`config.mk`:
```
export PLATFORM = sky130hd
export DESIGN_NAME = protobuf_scalar_field_encoder
export DESIGN_NICKNAME = d
export VERILOG_FILES = /design/src/design/pse_pkg.sv /design/src/design/pse_dp.sv /design/src/design/pse_ctrl.sv /design/src/design/protobuf_scalar_field_encoder.sv
export SDC_FILE = /design/constraint.sdc
export NUM_CORES = 1
export LEC_CHECK = 0
export ABC_AREA = 1
export BUFFER_PORTS_ARGS = -buffer_cell sky130_fd_sc_hd__buf_2
export CORE_MARGIN = 2
export CORE_UTILIZATION = 51
export CTS_CLUSTER_DIAMETER = 60
export CTS_CLUSTER_SIZE = 14
export DETAILED_ROUTE_END_ITERATION = 16
export PLACE_DENSITY = 0.78
export SLEW_MARGIN = 20
export SYNTH_ARGS = -nofsm -noshare
export SYNTH_HDL_FRONTEND = slang
export SYNTH_SLANG_ARGS = --single-unit
```
`constraint.sdc`:
```
create_clock -name clk -period 2.9 [get_ports clk]
set_input_delay 0 -clock clk [delete_from_list [all_inputs] [get_ports clk]]
set_output_delay 0 -clock clk [all_outputs]
set_load 0.02 [all_outputs]
```
`src/design/pse_pkg.sv`:
```
// ============================================================================
// pse_pkg
// Shared types and constants for the protobuf scalar field encoder.
// ============================================================================
`default_nettype none

package pse_pkg;

    localparam int FNUM_W    = 29;
    localparam int FTYPE_W   = 4;
    localparam int WORD_W    = 32;
    localparam int BYTE_W    = 8;
    localparam int SEPT_W    = 7;   // payload bits per varint byte
    localparam int TAG_SHIFT = 3;
    localparam int TAG_W     = FNUM_W + TAG_SHIFT;
    localparam int REM_W     = 3;   // counts remaining fixed bytes, up to 7

    // Field type codes
    localparam logic [FTYPE_W-1:0] TYPE_INT64    = 4'd0;
    localparam logic [FTYPE_W-1:0] TYPE_UINT64   = 4'd1;
    localparam logic [FTYPE_W-1:0] TYPE_INT32    = 4'd2;
    localparam logic [FTYPE_W-1:0] TYPE_UINT32   = 4'd3;
    localparam logic [FTYPE_W-1:0] TYPE_ENUM     = 4'd4;
    localparam logic [FTYPE_W-1:0] TYPE_BOOL     = 4'd5;
    localparam logic [FTYPE_W-1:0] TYPE_FIXED64  = 4'd6;
    localparam logic [FTYPE_W-1:0] TYPE_SFIXED64 = 4'd7;
    localparam logic [FTYPE_W-1:0] TYPE_FIXED32  = 4'd8;
    localparam logic [FTYPE_W-1:0] TYPE_SFIXED32 = 4'd9;
    localparam logic [FTYPE_W-1:0] TYPE_SINT32   = 4'd10;
    localparam logic [FTYPE_W-1:0] TYPE_SINT64   = 4'd11;

    // Wire types
    localparam logic [TAG_SHIFT-1:0] WIRE_VARINT = 3'd0;
    localparam logic [TAG_SHIFT-1:0] WIRE_FIX64  = 3'd1;
    localparam logic [TAG_SHIFT-1:0] WIRE_FIX32  = 3'd5;

    // Fixed payload byte counts, minus one
    localparam logic [REM_W-1:0] FIX64_REM = 3'd7;
    localparam logic [REM_W-1:0] FIX32_REM = 3'd3;

    typedef enum logic [1:0] {
        ST_IDLE,
        ST_TAG,
        ST_PAY
    } pse_state_t;

    typedef struct packed {
        logic load;
        logic emit_tag;
        logic emit_pay;
    } pse_cmd_t;

    typedef struct packed {
        logic skip;
        logic tag_more;
        logic pay_more;
    } pse_sts_t;

endpackage

`default_nettype wire

```
`src/design/pse_dp.sv`:
```
// ============================================================================
// pse_dp
// Datapath: input decode, tag and payload shift registers, output byte reg.
// ============================================================================
`default_nettype none

module pse_dp (
    input  wire                          clk,
    input  wire  [pse_pkg::FNUM_W-1:0]   field_number,
    input  wire  [pse_pkg::FTYPE_W-1:0]  field_type,
    input  wire                          is_repeated,
    input  wire  [pse_pkg::WORD_W-1:0]   value_low,
    input  wire  [pse_pkg::WORD_W-1:0]   value_high,
    input  wire  [pse_pkg::WORD_W-1:0]   default_low,
    input  wire  [pse_pkg::WORD_W-1:0]   default_high,
    input  wire  pse_pkg::pse_cmd_t      cmd,
    output pse_pkg::pse_sts_t            sts,
    output logic [pse_pkg::BYTE_W-1:0]   out_byte,
    output logic                         last_byte
);
    import pse_pkg::*;

    localparam int PAY_W = 2 * WORD_W;

    logic [TAG_SHIFT-1:0] wire_type;
    logic [TAG_W-1:0]     tag_load;
    logic [PAY_W-1:0]     pay_load;
    logic [PAY_W-1:0]     v64;
    logic [WORD_W-1:0]    zz32;
    logic [PAY_W-1:0]     zz64;
    logic                 fixed_load;
    logic [REM_W-1:0]     rem_load;
    logic                 unknown_type;
    logic                 same_low;
    logic                 same_high;
    logic                 skip;

    logic [TAG_W-1:0]     tag_reg,   tag_next;
    logic [PAY_W-1:0]     pay_reg,   pay_next;
    logic                 fixed_reg, fixed_next;
    logic [REM_W-1:0]     rem_reg,   rem_next;
    logic [BYTE_W-1:0]    byte_reg,  byte_next;
    logic                 last_reg,  last_next;

    logic                 tag_more;
    logic                 pay_more;

    // Input decode
    always_comb
    begin
        v64  = {value_high, value_low};
        zz32 = {value_low[WORD_W-2:0], 1'b0} ^ {WORD_W{value_low[WORD_W-1]}};
        zz64 = {v64[PAY_W-2:0], 1'b0} ^ {PAY_W{v64[PAY_W-1]}};

        wire_type  = WIRE_VARINT;
        pay_load   = v64;
        fixed_load = 1'b0;
        rem_load   = '0;
        unique case (field_type) inside
            TYPE_INT64, TYPE_UINT64, TYPE_INT32:
            begin
                pay_load = v64;
            end
            TYPE_UINT32, TYPE_ENUM, TYPE_BOOL:
            begin
                pay_load = {{WORD_W{1'b0}}, value_low};
            end
            TYPE_FIXED64, TYPE_SFIXED64:
            begin
                wire_type  = WIRE_FIX64;
                fixed_load = 1'b1;
                rem_load   = FIX64_REM;
            end
            TYPE_FIXED32, TYPE_SFIXED32:
            begin
                wire_type  = WIRE_FIX32;
                pay_load   = {{WORD_W{1'b0}}, value_low};
                fixed_load = 1'b1;
                rem_load   = FIX32_REM;
            end
            TYPE_SINT32:
            begin
                pay_load = {{WORD_W{1'b0}}, zz32};
            end
            TYPE_SINT64:
            begin
                pay_load = zz64;
            end
            default:
            begin
                pay_load = v64;
            end
        endcase
        tag_load = {field_number, wire_type};

        unknown_type = (field_type > TYPE_SINT64);
        same_low     = (value_low == default_low);
        same_high    = (value_high == default_high);
        // enum compares the low word only
        skip = unknown_type ||
               (!is_repeated && same_low && (same_high || field_type == TYPE_ENUM));
    end

    assign tag_more = |tag_reg[TAG_W-1:SEPT_W];
    assign pay_more = fixed_reg ? (rem_reg != '0) : |pay_reg[PAY_W-1:SEPT_W];
    assign sts      = {skip, tag_more, pay_more};

    always_comb
    begin
        tag_next   = tag_reg;
        pay_next   = pay_reg;
        fixed_next = fixed_reg;
        rem_next   = rem_reg;
        byte_next  = byte_reg;
        last_next  = last_reg;
        if (cmd.load)
        begin
            tag_next   = tag_load;
            pay_next   = pay_load;
            fixed_next = fixed_load;
            rem_next   = rem_load;
        end
        else if (cmd.emit_tag)
        begin
            byte_next = {tag_more, tag_reg[SEPT_W-1:0]};
            last_next = 1'b0;
            tag_next  = tag_reg >> SEPT_W;
        end
        else if (cmd.emit_pay)
        begin
            last_next = !pay_more;
            if (fixed_reg)
            begin
                byte_next = pay_reg[BYTE_W-1:0];
                pay_next  = pay_reg >> BYTE_W;
                rem_next  = rem_reg - 1'b1;
            end
            else
            begin
                byte_next = {pay_more, pay_reg[SEPT_W-1:0]};
                pay_next  = pay_reg >> SEPT_W;
            end
        end
    end

    always_ff @(posedge clk)
    begin
        tag_reg   <= tag_next;
        pay_reg   <= pay_next;
        fixed_reg <= fixed_next;
        rem_reg   <= rem_next;
        byte_reg  <= byte_next;
        last_reg  <= last_next;
    end

    assign out_byte  = byte_reg;
    assign last_byte = last_reg;

endmodule

`default_nettype wire

```
`src/design/pse_ctrl.sv`:
```
// ============================================================================
// pse_ctrl
// Controller: sequences tag bytes then payload bytes, owns the handshakes.
// ============================================================================
`default_nettype none

module pse_ctrl (
    input  wire                       clk,
    input  wire                       rst_n,
    input  wire                       in_valid,
    output logic                      in_ready,
    output logic                      out_valid,
    input  wire                       out_ready,
    input  wire  pse_pkg::pse_sts_t   sts,
    output pse_pkg::pse_cmd_t         cmd
);
    import pse_pkg::*;

    pse_state_t state_reg, state_next;
    logic       valid_reg, valid_next;
    logic       slot_free;

    // output register can take a byte this cycle
    assign slot_free = !valid_reg || out_ready;

    always_ff @(posedge clk or negedge rst_n)
    begin
        if (!rst_n)
        begin
            state_reg <= ST_IDLE;
            valid_reg <= 1'b0;
        end
        else
        begin
            state_reg <= state_next;
            valid_reg <= valid_next;
        end
    end

    always_comb
    begin
        state_next = state_reg;
        cmd        = '0;
        in_ready   = 1'b0;
        unique case (state_reg)
            ST_IDLE:
            begin
                in_ready = 1'b1;
                if (in_valid && !sts.skip)
                begin
                    cmd.load   = 1'b1;
                    state_next = ST_TAG;
                end
            end
            ST_TAG:
            begin
                if (slot_free)
                begin
                    cmd.emit_tag = 1'b1;
                    if (!sts.tag_more)
                    begin
                        state_next = ST_PAY;
                    end
                end
            end
            ST_PAY:
            begin
                if (slot_free)
                begin
                    cmd.emit_pay = 1'b1;
                    if (!sts.pay_more)
                    begin
                        state_next = ST_IDLE;
                    end
                end
            end
            default:
            begin
                state_next = ST_IDLE;
            end
        endcase

        if (cmd.emit_tag || cmd.emit_pay)
        begin
            valid_next = 1'b1;
        end
        else if (out_ready)
        begin
            valid_next = 1'b0;
        end
        else
        begin
            valid_next = valid_reg;
        end
    end

    assign out_valid = valid_reg;

endmodule

`default_nettype wire

```
`src/design/protobuf_scalar_field_encoder.sv`:
```
// ============================================================================
// protobuf_scalar_field_encoder
// Encodes one integer-valued protobuf field into its wire bytes.
// ============================================================================
// Usage:
//   Input channel (in_valid/in_ready) carries one field per transfer: field
//   number, type code, repeated flag, 64-bit value and 64-bit default.
//   Output channel (out_valid/out_ready) carries one wire byte per transfer,
//   tag varint first, then the payload; last_byte marks the final byte.
//   A non-repeated field equal to its default, or an unknown type code,
//   is consumed and produces no output transfer.
// Timing:
//   The input transfer loads the field, then the controller emits one byte per
//   cycle into the output register whenever that register is free to take it.
//   A field has at most 15 bytes: 5 tag bytes plus 10 varint bytes. The first
//   byte enters the output register from the tag state, after the load.
//   The next field is accepted as soon as the last byte sits in the output
//   register.
// Stall:
//   While out_ready is low the output register holds its byte and the
//   sequencer waits; nothing is dropped.
// Reset:
//   rst_n clears the sequencer to idle and drops out_valid; in_ready is high
//   right after reset.
// ============================================================================
`default_nettype none

module protobuf_scalar_field_encoder (
    input  wire                          clk,
    input  wire                          rst_n,
    input  wire                          in_valid,
    output logic                         in_ready,
    input  wire  [pse_pkg::FNUM_W-1:0]   field_number,
    input  wire  [pse_pkg::FTYPE_W-1:0]  field_type,
    input  wire                          is_repeated,
    input  wire  [pse_pkg::WORD_W-1:0]   value_low,
    input  wire  [pse_pkg::WORD_W-1:0]   value_high,
    input  wire  [pse_pkg::WORD_W-1:0]   default_low,
    input  wire  [pse_pkg::WORD_W-1:0]   default_high,
    output logic                         out_valid,
    input  wire                          out_ready,
    output logic [pse_pkg::BYTE_W-1:0]   out_byte,
    output logic                         last_byte
);
    import pse_pkg::*;

    pse_cmd_t cmd;   // controller -> datapath
    pse_sts_t sts;   // datapath -> controller

    // Sequencer: idle / tag bytes / payload bytes, plus output valid flag
    pse_ctrl u_ctrl (
        .clk       (clk),
        .rst_n     (rst_n),
        .in_valid  (in_valid),
        .in_ready  (in_ready),
        .out_valid (out_valid),
        .out_ready (out_ready),
        .sts       (sts),
        .cmd       (cmd)
    );

    // Decode, shift registers and output byte register
    pse_dp u_dp (
        .clk          (clk),
        .field_number (field_number),
        .field_type   (field_type),
        .is_repeated  (is_repeated),
        .value_low    (value_low),
        .value_high   (value_high),
        .default_low  (default_low),
        .default_high (default_high),
        .cmd          (cmd),
        .sts          (sts),
        .out_byte     (out_byte),
        .last_byte    (last_byte)
    );

endmodule

`default_nettype wire

```
==> impl_metrics.tcl, run 1 <==
set metrics [dict create \
    synthCells 1275 \
    slowest_stage "buf_4" \
    diodes 0 \
    clk_pin_slew_ns 0.08 \
    required_ns 2.89 \
    powerDensity_nw_per_um2 595 \
    fmax_mhz 432 \
    fin_area_um2 10300 \
    grt_first_pass_wirelength_um 37900 \
    io_buffers 176 \
    fp.dieH_um 135 \
    start_kind "register" \
    hold_violations 0 \
    synth_top_area_share_pct 37.3 \
    hold-path-cell-count 3 \
    cts_tree "yes" \
    vias 8843 \
    placed_cell_area_um2 9720 \
    wl_per_cell_um 14.1 \
    start_util_pct 52.5 \
    max_cap_violations 0 \
    path_delay_family "buffers and inverters" \
    cp_max_fo 64 \
    hold_end "u_dp.pay_reg[60]" \
    fin_crit_sh_pct 79.9 \
    netlist_area_um2 8770 \
    drtAntennaViolNets 0 \
    gp_congestion 0.891 \
    cts_buffers 9 \
    ys_ff_latch 112 \
    grt_pass1_vias 7870 \
    ys_seq_area_share_pct 38.2 \
    hold_path_class "in -> reg" \
    setup_tns_ns 0 \
    die_x_um 135 \
    grt_antenna_before_repair 0 \
    min_from "value_high[28]" \
    dp_hpwl_um 16200 \
    grt.total_usage_pct 26.1 \
    r2r-start "u_ctrl.state_reg[1]" \
    yosysUniqueCellTypes 31 \
    crit_type "reg -> reg" \
    fin_skew_ns 0.0113 \
    dr.pass1.iters 6 \
    crit_arrival_ns 2.31 \
    worst_pin_slew_ns 0.960 \
    largest_reg_flops 64 \
    yosys_warnings 0 \
    drtIter0Drc 786 \
    post_cts_buffers 0 \
    cts_buffer_depth 2 \
    design.die.area_um2 18300 \
    max_stage_delay_ns 0.65 \
    drt-vias-per-instance 5.32 \
    clock_sinks 112 \
    final_cell_mix "nand2_1 (484), buf_2 (176), inv_1 (123)" \
    core_area_um2 16700 \
    layout_commonest_cell "nand2_1" \
    cts_root_buf "clkbuf_16" \
    area.growth.synth_to_final_pct 17.8 \
    grt_overflow 0 \
    num-fill-cells 1531 \
    cp-end-kind "register" \
    crit_chain "nor2_1 -> nand2_1 -> a21oi_4 -> nand2_4 -> nand2_2 -> buf_4" \
    ios 177 \
    reg2reg_depth 6 \
    rrSetupSlack_ns 0.58 \
    slew_viol_final 0 \
    nets 1604 \
    leakage_nw 5.04 \
    synth_top_area_cell "edfxtp_1" \
    clkLatencyLatePin_ns 0.37 \
    syn_nets 1443 \
    setup_viol 0 \
    status "finished clean" \
    rsz0062_at_grt "no" \
    drcViolationCount 0 \
    crit_start "u_ctrl.state_reg[1]" \
    ir_drop_uv 339 \
    syn_avg_cell_area_um2 6.88 \
    htree_levels 3 \
    placed_cells 1614 \
    row_count 47 \
    period_needed_ns 2.32 \
    maxSlewHeadroom_pct 35.9 \
    r2r_end "u_dp.pay_reg[51]" \
    wl_um 23400 \
    layout-drive-gt1-share_pct 16.2 \
    grt_max_degree 84 \
    final_cells 1661 \
    critPathBufInv 1 \
    synth_area_leaders "edfxtp_1 (37%), nand2_1 (21%), nand3_1 (6.7%)" \
]
## final cells by class
type	count	area (um2)	area share, %
clock inverter	7	72.6	0.702
multi-input combinational	959	4610	44.6
timing repair buffer	222	1300	12.6
clock buffer	9	225	2.18
inverter	132	495	4.80
sequential	112	3350	32.4
tap	220	275	2.66
## metal layers
metal	up-vias	track usage, %	part of all wire [%]
met5	-	0	0
met4	0	7.12	2.0
met3	47	3.72	7.0
met2	351	43.6	47
met1	4020	35.5	44
li1	4425	-	-
## worst max path at each step
stage | to | slack (ns) | depth (start not counted)
floorplan | u_dp.pay_reg[0] | 0.35 | 7
global placement | u_dp.pay_reg[30] | 0.61 | 6
detailed placement | u_dp.rem_reg[1] | 0.58 | 13
CTS | u_dp.pay_reg[19] | 0.59 | 6
global route | u_dp.pay_reg[14] | 0.41 | 6
finish | u_dp.pay_reg[51] | 0.58 | 6
## kinds of logic (layout without fill, tap and decap cells)
| kind of cell | Yosys count | in the layout | synth area share (%) |
|---|---|---|---|
| buffers and inverters | 204 | 370 | 9.55 |
| AO/OA/AOI/OAI | 134 | 134 | 9.85 |
| XOR/XNOR | 80 | 80 | 7.99 |
| AND/OR/NAND/NOR | 743 | 743 | 34.1 |
| flip-flops | 112 | 112 | 38.2 |
| adder cells (fa/ha/maj) | 2 | 2 | 0.285 |
## cells in the mapped netlist, drive strengths merged
master	instances
o21ai	67
or2	11
o22ai	8
xor2	41
nand3	117
clkbuf	39
ha	2
nand2	487
a21boi	1
nand4	1
a22oi	6
nor2	122
dfrtp	3
a32oi	11
nor3	3
buf	33
o211ai	18
inv	132
o311ai	21
nand3b	2
edfxtp	109
xnor2	39
a21oi	2
## worst register-to-register path: cells and delay by family, from the launching register on
| family | cells | cell delay [ns] |
|---|---|---|
| compound gates | 1 | 0.20 |
| buf+inv | 1 | 0.65 |
| flops | 1 | 0.41 |
| simple gates | 4 | 0.64 |
## per-stage QoR
| step | utilization [%] | total power [W] | hold slack, ns | setup WS, ns |
|---|---|---|---|---|
| 2_1_floorplan | - | 0.00422 | -0.296 | 0.352 |
| 6_report | 61.9 | 0.00615 | 0.0250 | 0.583 |
| 3_3_place_gp | 58.2 | 0.00481 | -0.202 | 0.614 |
| 4_1_cts | 61.9 | 0.00615 | 0.0122 | 0.586 |
| 3_5_place_dp | 58.2 | 0.00486 | -0.203 | 0.578 |
| 5_1_grt | 61.9 | 0.00657 | 0.0357 | 0.414 |
## power breakdown
| part | internal [W] | total, W | switching (W) |
|---|---|---|---|
| logic | 0.000722 | 0.00215 | 0.00143 |
| clock network | 0.000611 | 0.00125 | 0.000641 |
| registers | 0.00253 | 0.00275 | 0.000219 |
## repair_timing
item,in CTS,in global routing
gates resized for setup,0,0
endpoints found under the hold margin,32,0
endpoints found under the setup margin,0,0
hold buffers,31,0
No activity file was read; power rests on OpenSTA's default activity.
==> inputs of run 2 (changes only) <==
==> constraint.sdc (replaced) <==
create_clock -name clk -period 1.85 [get_ports clk]
set_input_delay 0 -clock clk [delete_from_list [all_inputs] [get_ports clk]]
set_output_delay 0 -clock clk [all_outputs]
set_load 0.02 [all_outputs]
==> run 2 against run 1 <==
  * Fmax rose by 32%
  * Critical path type unchanged
  * Power rose by 61%
  * Register-to-register slack got worse by 0.49 ns
  * Critical endpoint is now u_dp.pay_reg[19]
==> impl_metrics.tcl, run 2 (synthesis gave the netlist of run 1 again) <==
set metrics [dict create \
    cts_resized 0 \
    fin_area_um2 10700 \
    rsz0062_at_grt "no" \
    cp-end-kind "register" \
    fin_crit_sh_pct 95.0 \
    final_cell_mix "nand2_1 (483), buf_2 (176), inv_1 (123)" \
    ios 177 \
    powerDensity_nw_per_um2 925 \
    fmax_mhz 569 \
    ir_drop_uv 644 \
    diodes 0 \
    power_w 0.00990 \
    reg2reg_depth 6 \
    grt_pass1_vias 7997 \
    crit_arrival_ns 1.81 \
    largest_reg_flops 64 \
    die_x_um 135 \
    setup_tns_ns 0 \
    r2r_end "u_dp.pay_reg[19]" \
    fin_skew_ns 0.0135 \
    post_cts_buffers 0 \
    status "finished clean" \
    start_util_pct 52.5 \
    period_needed_ns 1.76 \
    cp_max_fo 32 \
    hold_path_class "in -> reg" \
    drcViolationCount 0 \
    io_buffers 176 \
    row_count 47 \
    start_kind "register" \
    drtAntennaViolNets 0 \
    clock_sinks 112 \
    layout-drive-gt1-share_pct 17.8 \
    cts_tree "yes" \
    nets 1631 \
    r2r-start "u_ctrl.state_reg[0]" \
    grt_overflow 0 \
    wl_per_cell_um 13.9 \
    grt.total_usage_pct 25.8 \
    layout_commonest_cell "nand2_1" \
    vias 8868 \
    design.die.area_um2 18300 \
    maxSlewHeadroom_pct 56.2 \
    dr.pass1.iters 6 \
    placed_cell_area_um2 10100 \
    grt_max_degree 83 \
    core_area_um2 16700 \
    clk_pin_slew_ns 0.08 \
    htree_levels 3 \
    setup_viol 0 \
    drtIter0Drc 1065 \
    wl_um 23400 \
    holdWs_ns 0.0372 \
    setup.worst_path.end "u_dp.pay_reg[19]" \
    drt-vias-per-instance 5.25 \
    fp.dieH_um 135 \
    crit_type "reg -> reg" \
    hold_violations 0 \
    cts_buffers 9 \
    rrSetupSlack_ns 0.09 \
    cts_root_buf "clkbuf_16" \
    max_cap_violations 0 \
    final_core_util_pct 64.1 \
    slew_viol_final 0 \
    cts_hold_buf 32 \
    required_ns 1.90 \
    dp_hpwl_um 16400 \
    gp_congestion 0.877 \
    leakage_nw 5.22 \
    grt_first_pass_wirelength_um 37900 \
    clkLatencyLatePin_ns 0.36 \
    area.growth.synth_to_final_pct 22.1 \
    cts_buffer_depth 2 \
    worst_pin_slew_ns 0.656 \
    num-fill-cells 1490 \
    grt_antenna_before_repair 0 \
    crit_start "u_ctrl.state_reg[0]" \
]
-- run 2: cell count changes in the layout (fill, tap and decap cells not counted), sizes merged --
cell / before / now
buf: 191 / 217
clkinv: 2 / 3
dlygate4sd3: 31 / 32
inv: 136 / 135
-- run 2: stage by stage --
stage          std cells  setup WS, ns
6_report            1688        0.0926
5_1_grt             1688       0.00331
4_1_cts             1688        0.0616
3_5_place_dp        1640       -0.0540
3_3_place_gp        1640       -0.0185
2_1_floorplan       1275        0.0254
-- run 2: power breakdown --
part / internal [W] / switching (W)
clock: 0.000955 / 0.000990
combinational: 0.00134 / 0.00228
sequential: 0.00396 / 0.000372
total: 0.00626 / 0.00364
-- run 2: worst max-delay path: stages, from the launching register on --
cell     delay, ns
dfrtp_1       0.43
nor2_4        0.12
nand2_1       0.10
a21oi_4       0.23
nand2_4       0.20
nand2_8       0.13
buf_12        0.21
-- run 2: routing by layer --
metal | GRT usage (%) | vias to the layer above | wire, um | share of wire, %
met4 | 8.22 | 0 | 461 | 2.0
met2 | 41.9 | 380 | 10700 | 46
li1 | - | 4483 | - | -
met1 | 36.3 | 3967 | 10300 | 44
met5 | 0 | - | 0 | 0
met3 | 2.97 | 38 | 1930 | 8.2
-- run 2: final cells by class --
type	count	area [um2]	area share, %
Timing Repair Buffer	249	1650	15.4
Clock inverter	7	72.6	0.678
Multi-Input combinational cell	959	4640	43.3
Tap cell	220	275	2.57
Clock buffer	9	225	2.10
Inverter	132	495	4.63
Sequential cell	112	3350	31.3
-- run 2: worst min path at each step --
stage | startpoint | endpoint | slack (ns) | cells past startpoint
2_1_floorplan | rst_n | u_ctrl.out_valid | -0.30 | 0
4_1_cts | value_high[28] | u_dp.pay_reg[60] | 0.04 | 3
3_3_place_gp | rst_n | u_ctrl.out_valid | -0.20 | 1
5_1_grt | value_high[27] | u_dp.pay_reg[59] | 0.06 | 3
3_5_place_dp | rst_n | u_ctrl.out_valid | -0.20 | 1
6_report | value_high[28] | u_dp.pay_reg[60] | 0.04 | 3
==> inputs of run 3 (changes only) <==
--- a/config.mk
+++ b/config.mk
@@ -7,12 +7,15 @@
 export LEC_CHECK = 0
 export ABC_AREA = 1
 export BUFFER_PORTS_ARGS = -buffer_cell sky130_fd_sc_hd__buf_2
+export CELL_PAD_IN_SITES_DETAIL_PLACEMENT = 0
+export CELL_PAD_IN_SITES_GLOBAL_PLACEMENT = 2
 export CORE_MARGIN = 2
-export CORE_UTILIZATION = 51
+export CORE_UTILIZATION = 28
 export CTS_CLUSTER_DIAMETER = 60
 export CTS_CLUSTER_SIZE = 14
 export DETAILED_ROUTE_END_ITERATION = 16
-export PLACE_DENSITY = 0.78
+export MAX_ROUTING_LAYER = met4
+export PLACE_DENSITY_LB_ADDON = 0.1
 export SLEW_MARGIN = 20
 export SYNTH_ARGS = -nofsm -noshare
 export SYNTH_HDL_FRONTEND = slang
==> run 3 against run 2 <==
  * Clock power down 5%
  * Critical path depth unchanged
  * First-iteration DRC count down 45%
  * Register-to-register slack better by 0.06 ns
  * Via count down 3.0%
  * Worst hold slack worse by 0.018 ns
  * Critical path type unchanged
  * Critical endpoint is now u_dp.out_byte[7]
  * Highest routed layer unchanged
==> impl_metrics.tcl, run 3 (synthesis gave the netlist of run 1 again) <==
set metrics [dict create \
    fin_skew_ns 0.00621 \
    die_x_um 181 \
    slowest_stage "edfxtp_1" \
    cts_tree "yes" \
    switching_share_pct 36.3 \
    ios 177 \
    powerDensity_nw_per_um2 880 \
    cts_root_buf "clkbuf_16" \
    dp_hpwl_um 20600 \
    max_stage_delay_ns 0.39 \
    drt-vias-per-instance 4.48 \
    clk_pin_slew_ns 0.08 \
    critPathBufInv 0 \
    cts_buffer_depth 2 \
    grt_first_pass_wirelength_um 44600 \
    setup_slack_ns 0.154 \
    hold_violations 0 \
    crit_arrival_ns 1.79 \
    grt_max_degree 83 \
    grt.total_usage_pct 17.5 \
    start_kind "register" \
    setup_viol 0 \
    area.growth.synth_to_final_pct 29.3 \
    crit_type "reg -> reg" \
    clock_sinks 112 \
    htree_levels 3 \
    row_count 64 \
    crit_chain "or2_2 -> nor2_1 -> nand3b_1 -> nor2_1 -> nand2_1 -> a21boi_0" \
    dr.pass1.iters 5 \
    io_buffers 176 \
    cp-end-kind "register" \
    clkLatencyLatePin_ns 0.36 \
    grt_overflow 0 \
    vias 8601 \
    design.die.area_um2 32700 \
    cts_hold_buf 31 \
    max_cap_violations 0 \
    cts_resized 0 \
    wl_um 27400 \
    maxSlewHeadroom_pct 62.3 \
    hold_path_class "in -> reg" \
    switchingPower_w 0.00362 \
    grt_antenna_before_repair 1 \
    largest_reg_flops 64 \
    path_delay_family "simple AND/OR/NAND/NOR gates" \
    gp_congestion 0.789 \
    placed_cells 1872 \
    grt_pass1_vias 8312 \
    rsz0062_at_grt "no" \
    core_area_um2 30700 \
    final_cell_mix "nand2_1 (483), buf_2 (176), inv_1 (123)" \
    p_int_w 0.00635 \
    final_cells 1919 \
    drcViolationCount 0 \
    ir_drop_uv 451 \
    wl_per_cell_um 14.3 \
    post_cts_buffers 0 \
    start_util_pct 28.5 \
    status "finished clean" \
    pwr-share-clk_pct 18.4 \
    layout_commonest_cell "nand2_1" \
    slew_viol_final 0 \
    layout-drive-gt1-share_pct 20.7 \
    pwr-share-seq_pct 43.3 \
    cts_buffers 9 \
    fmax_mhz 590 \
    leakage_nw 5.49 \
    fin_crit_sh_pct 91.7 \
    cp_max_fo 2 \
    fp.dieH_um 181 \
    required_ns 1.95 \
    num-fill-cells 3358 \
    period_needed_ns 1.70 \
    nets 1686 \
    worst_pin_slew_ns 0.565 \
    comb_power_share_pct 38.2 \
    drtAntennaViolNets 0 \
    dpl_worst_slack_ns -0.187 \
    drtIter0Drc 585 \
    worst_path_most_repeated_cell "nor2_1" \
]
==> run 3: cell types whose count changed in the layout (fill, tap and decap cells not counted), sizes merged <==
cell and delta:
diode +1, clkinv +2, inv -2, clkinvlp -1
buf +56, dlygate4sd3 -1
==> run 3: tightest hold or removal path, cell delays in order <==
cell,delay [ns]
buf_2,0.08
inv_1,0.08
nor2_1,0.10
==> run 3: final timing paths <==
kind,from,end,slack (ns),cells after the start
worst max-delay path,u_dp.tag_reg[17],u_dp.out_byte[7],0.15,6
worst min-delay path,field_number[28],u_dp.tag_reg[31],0.02,3
worst max register to register,u_dp.tag_reg[17],u_dp.out_byte[7],0.15,6
worst min register to register,u_dp.tag_reg[2],u_dp.out_byte[2],0.52,2
max in group asynchronous,rst_n,u_ctrl.state_reg[1],1.18,3
min in group asynchronous,rst_n,u_ctrl.out_valid,0.53,3
==> run 3: layout make-up <==
type	count	area [um2]	area share (%)
Antenna cell	1	2.50	0.0221
Clock buffer	9	225	1.99
Clock inverter	6	45.0	0.397
Inverter	132	495	4.37
Multi-Input combinational cell	959	4640	40.9
Sequential cell	112	3350	29.5
Tap cell	396	495	4.37
Timing Repair Buffer	304	2080	18.4
==> run 3: through the flow <==
step | setup TNS (ns) | total power, W | area [um2] | util, % | hold WS, ns
3_3_place_gp | -25.91 | 0.00818 | 10800 | 35.0 | -0.201
2_1_floorplan | 0 | 0.00665 | 8810 | - | -0.296
5_1_grt | 0 | 0.0108 | 11300 | 36.9 | 0.0488
6_report | 0 | 0.00997 | 11300 | 36.9 | 0.0195
4_1_cts | 0 | 0.0101 | 11300 | 36.8 | 0.0151
3_5_place_dp | -27.94 | 0.00819 | 10800 | 35.0 | -0.202
==> run 3: routing by layer <==
metal  share of wire, %  up-vias  GRT usage, %
met5                  0        -             -
met4               0.69        0          3.25
met3                3.5       12          1.94
met2                 43      187          26.1
met1                 53     3811          25.6
li1                   -     4591             -
==> run 3: power groups by stage <==
stage	clock, W	sequential, W	combinational, W
2_1_floorplan	0	0.00438	0.00228
3_3_place_gp	0	0.00438	0.00380
3_5_place_dp	0	0.00438	0.00381
4_1_cts	0.00191	0.00433	0.00388
5_1_grt	0.00201	0.00441	0.00438
6_report	0.00184	0.00432	0.00381
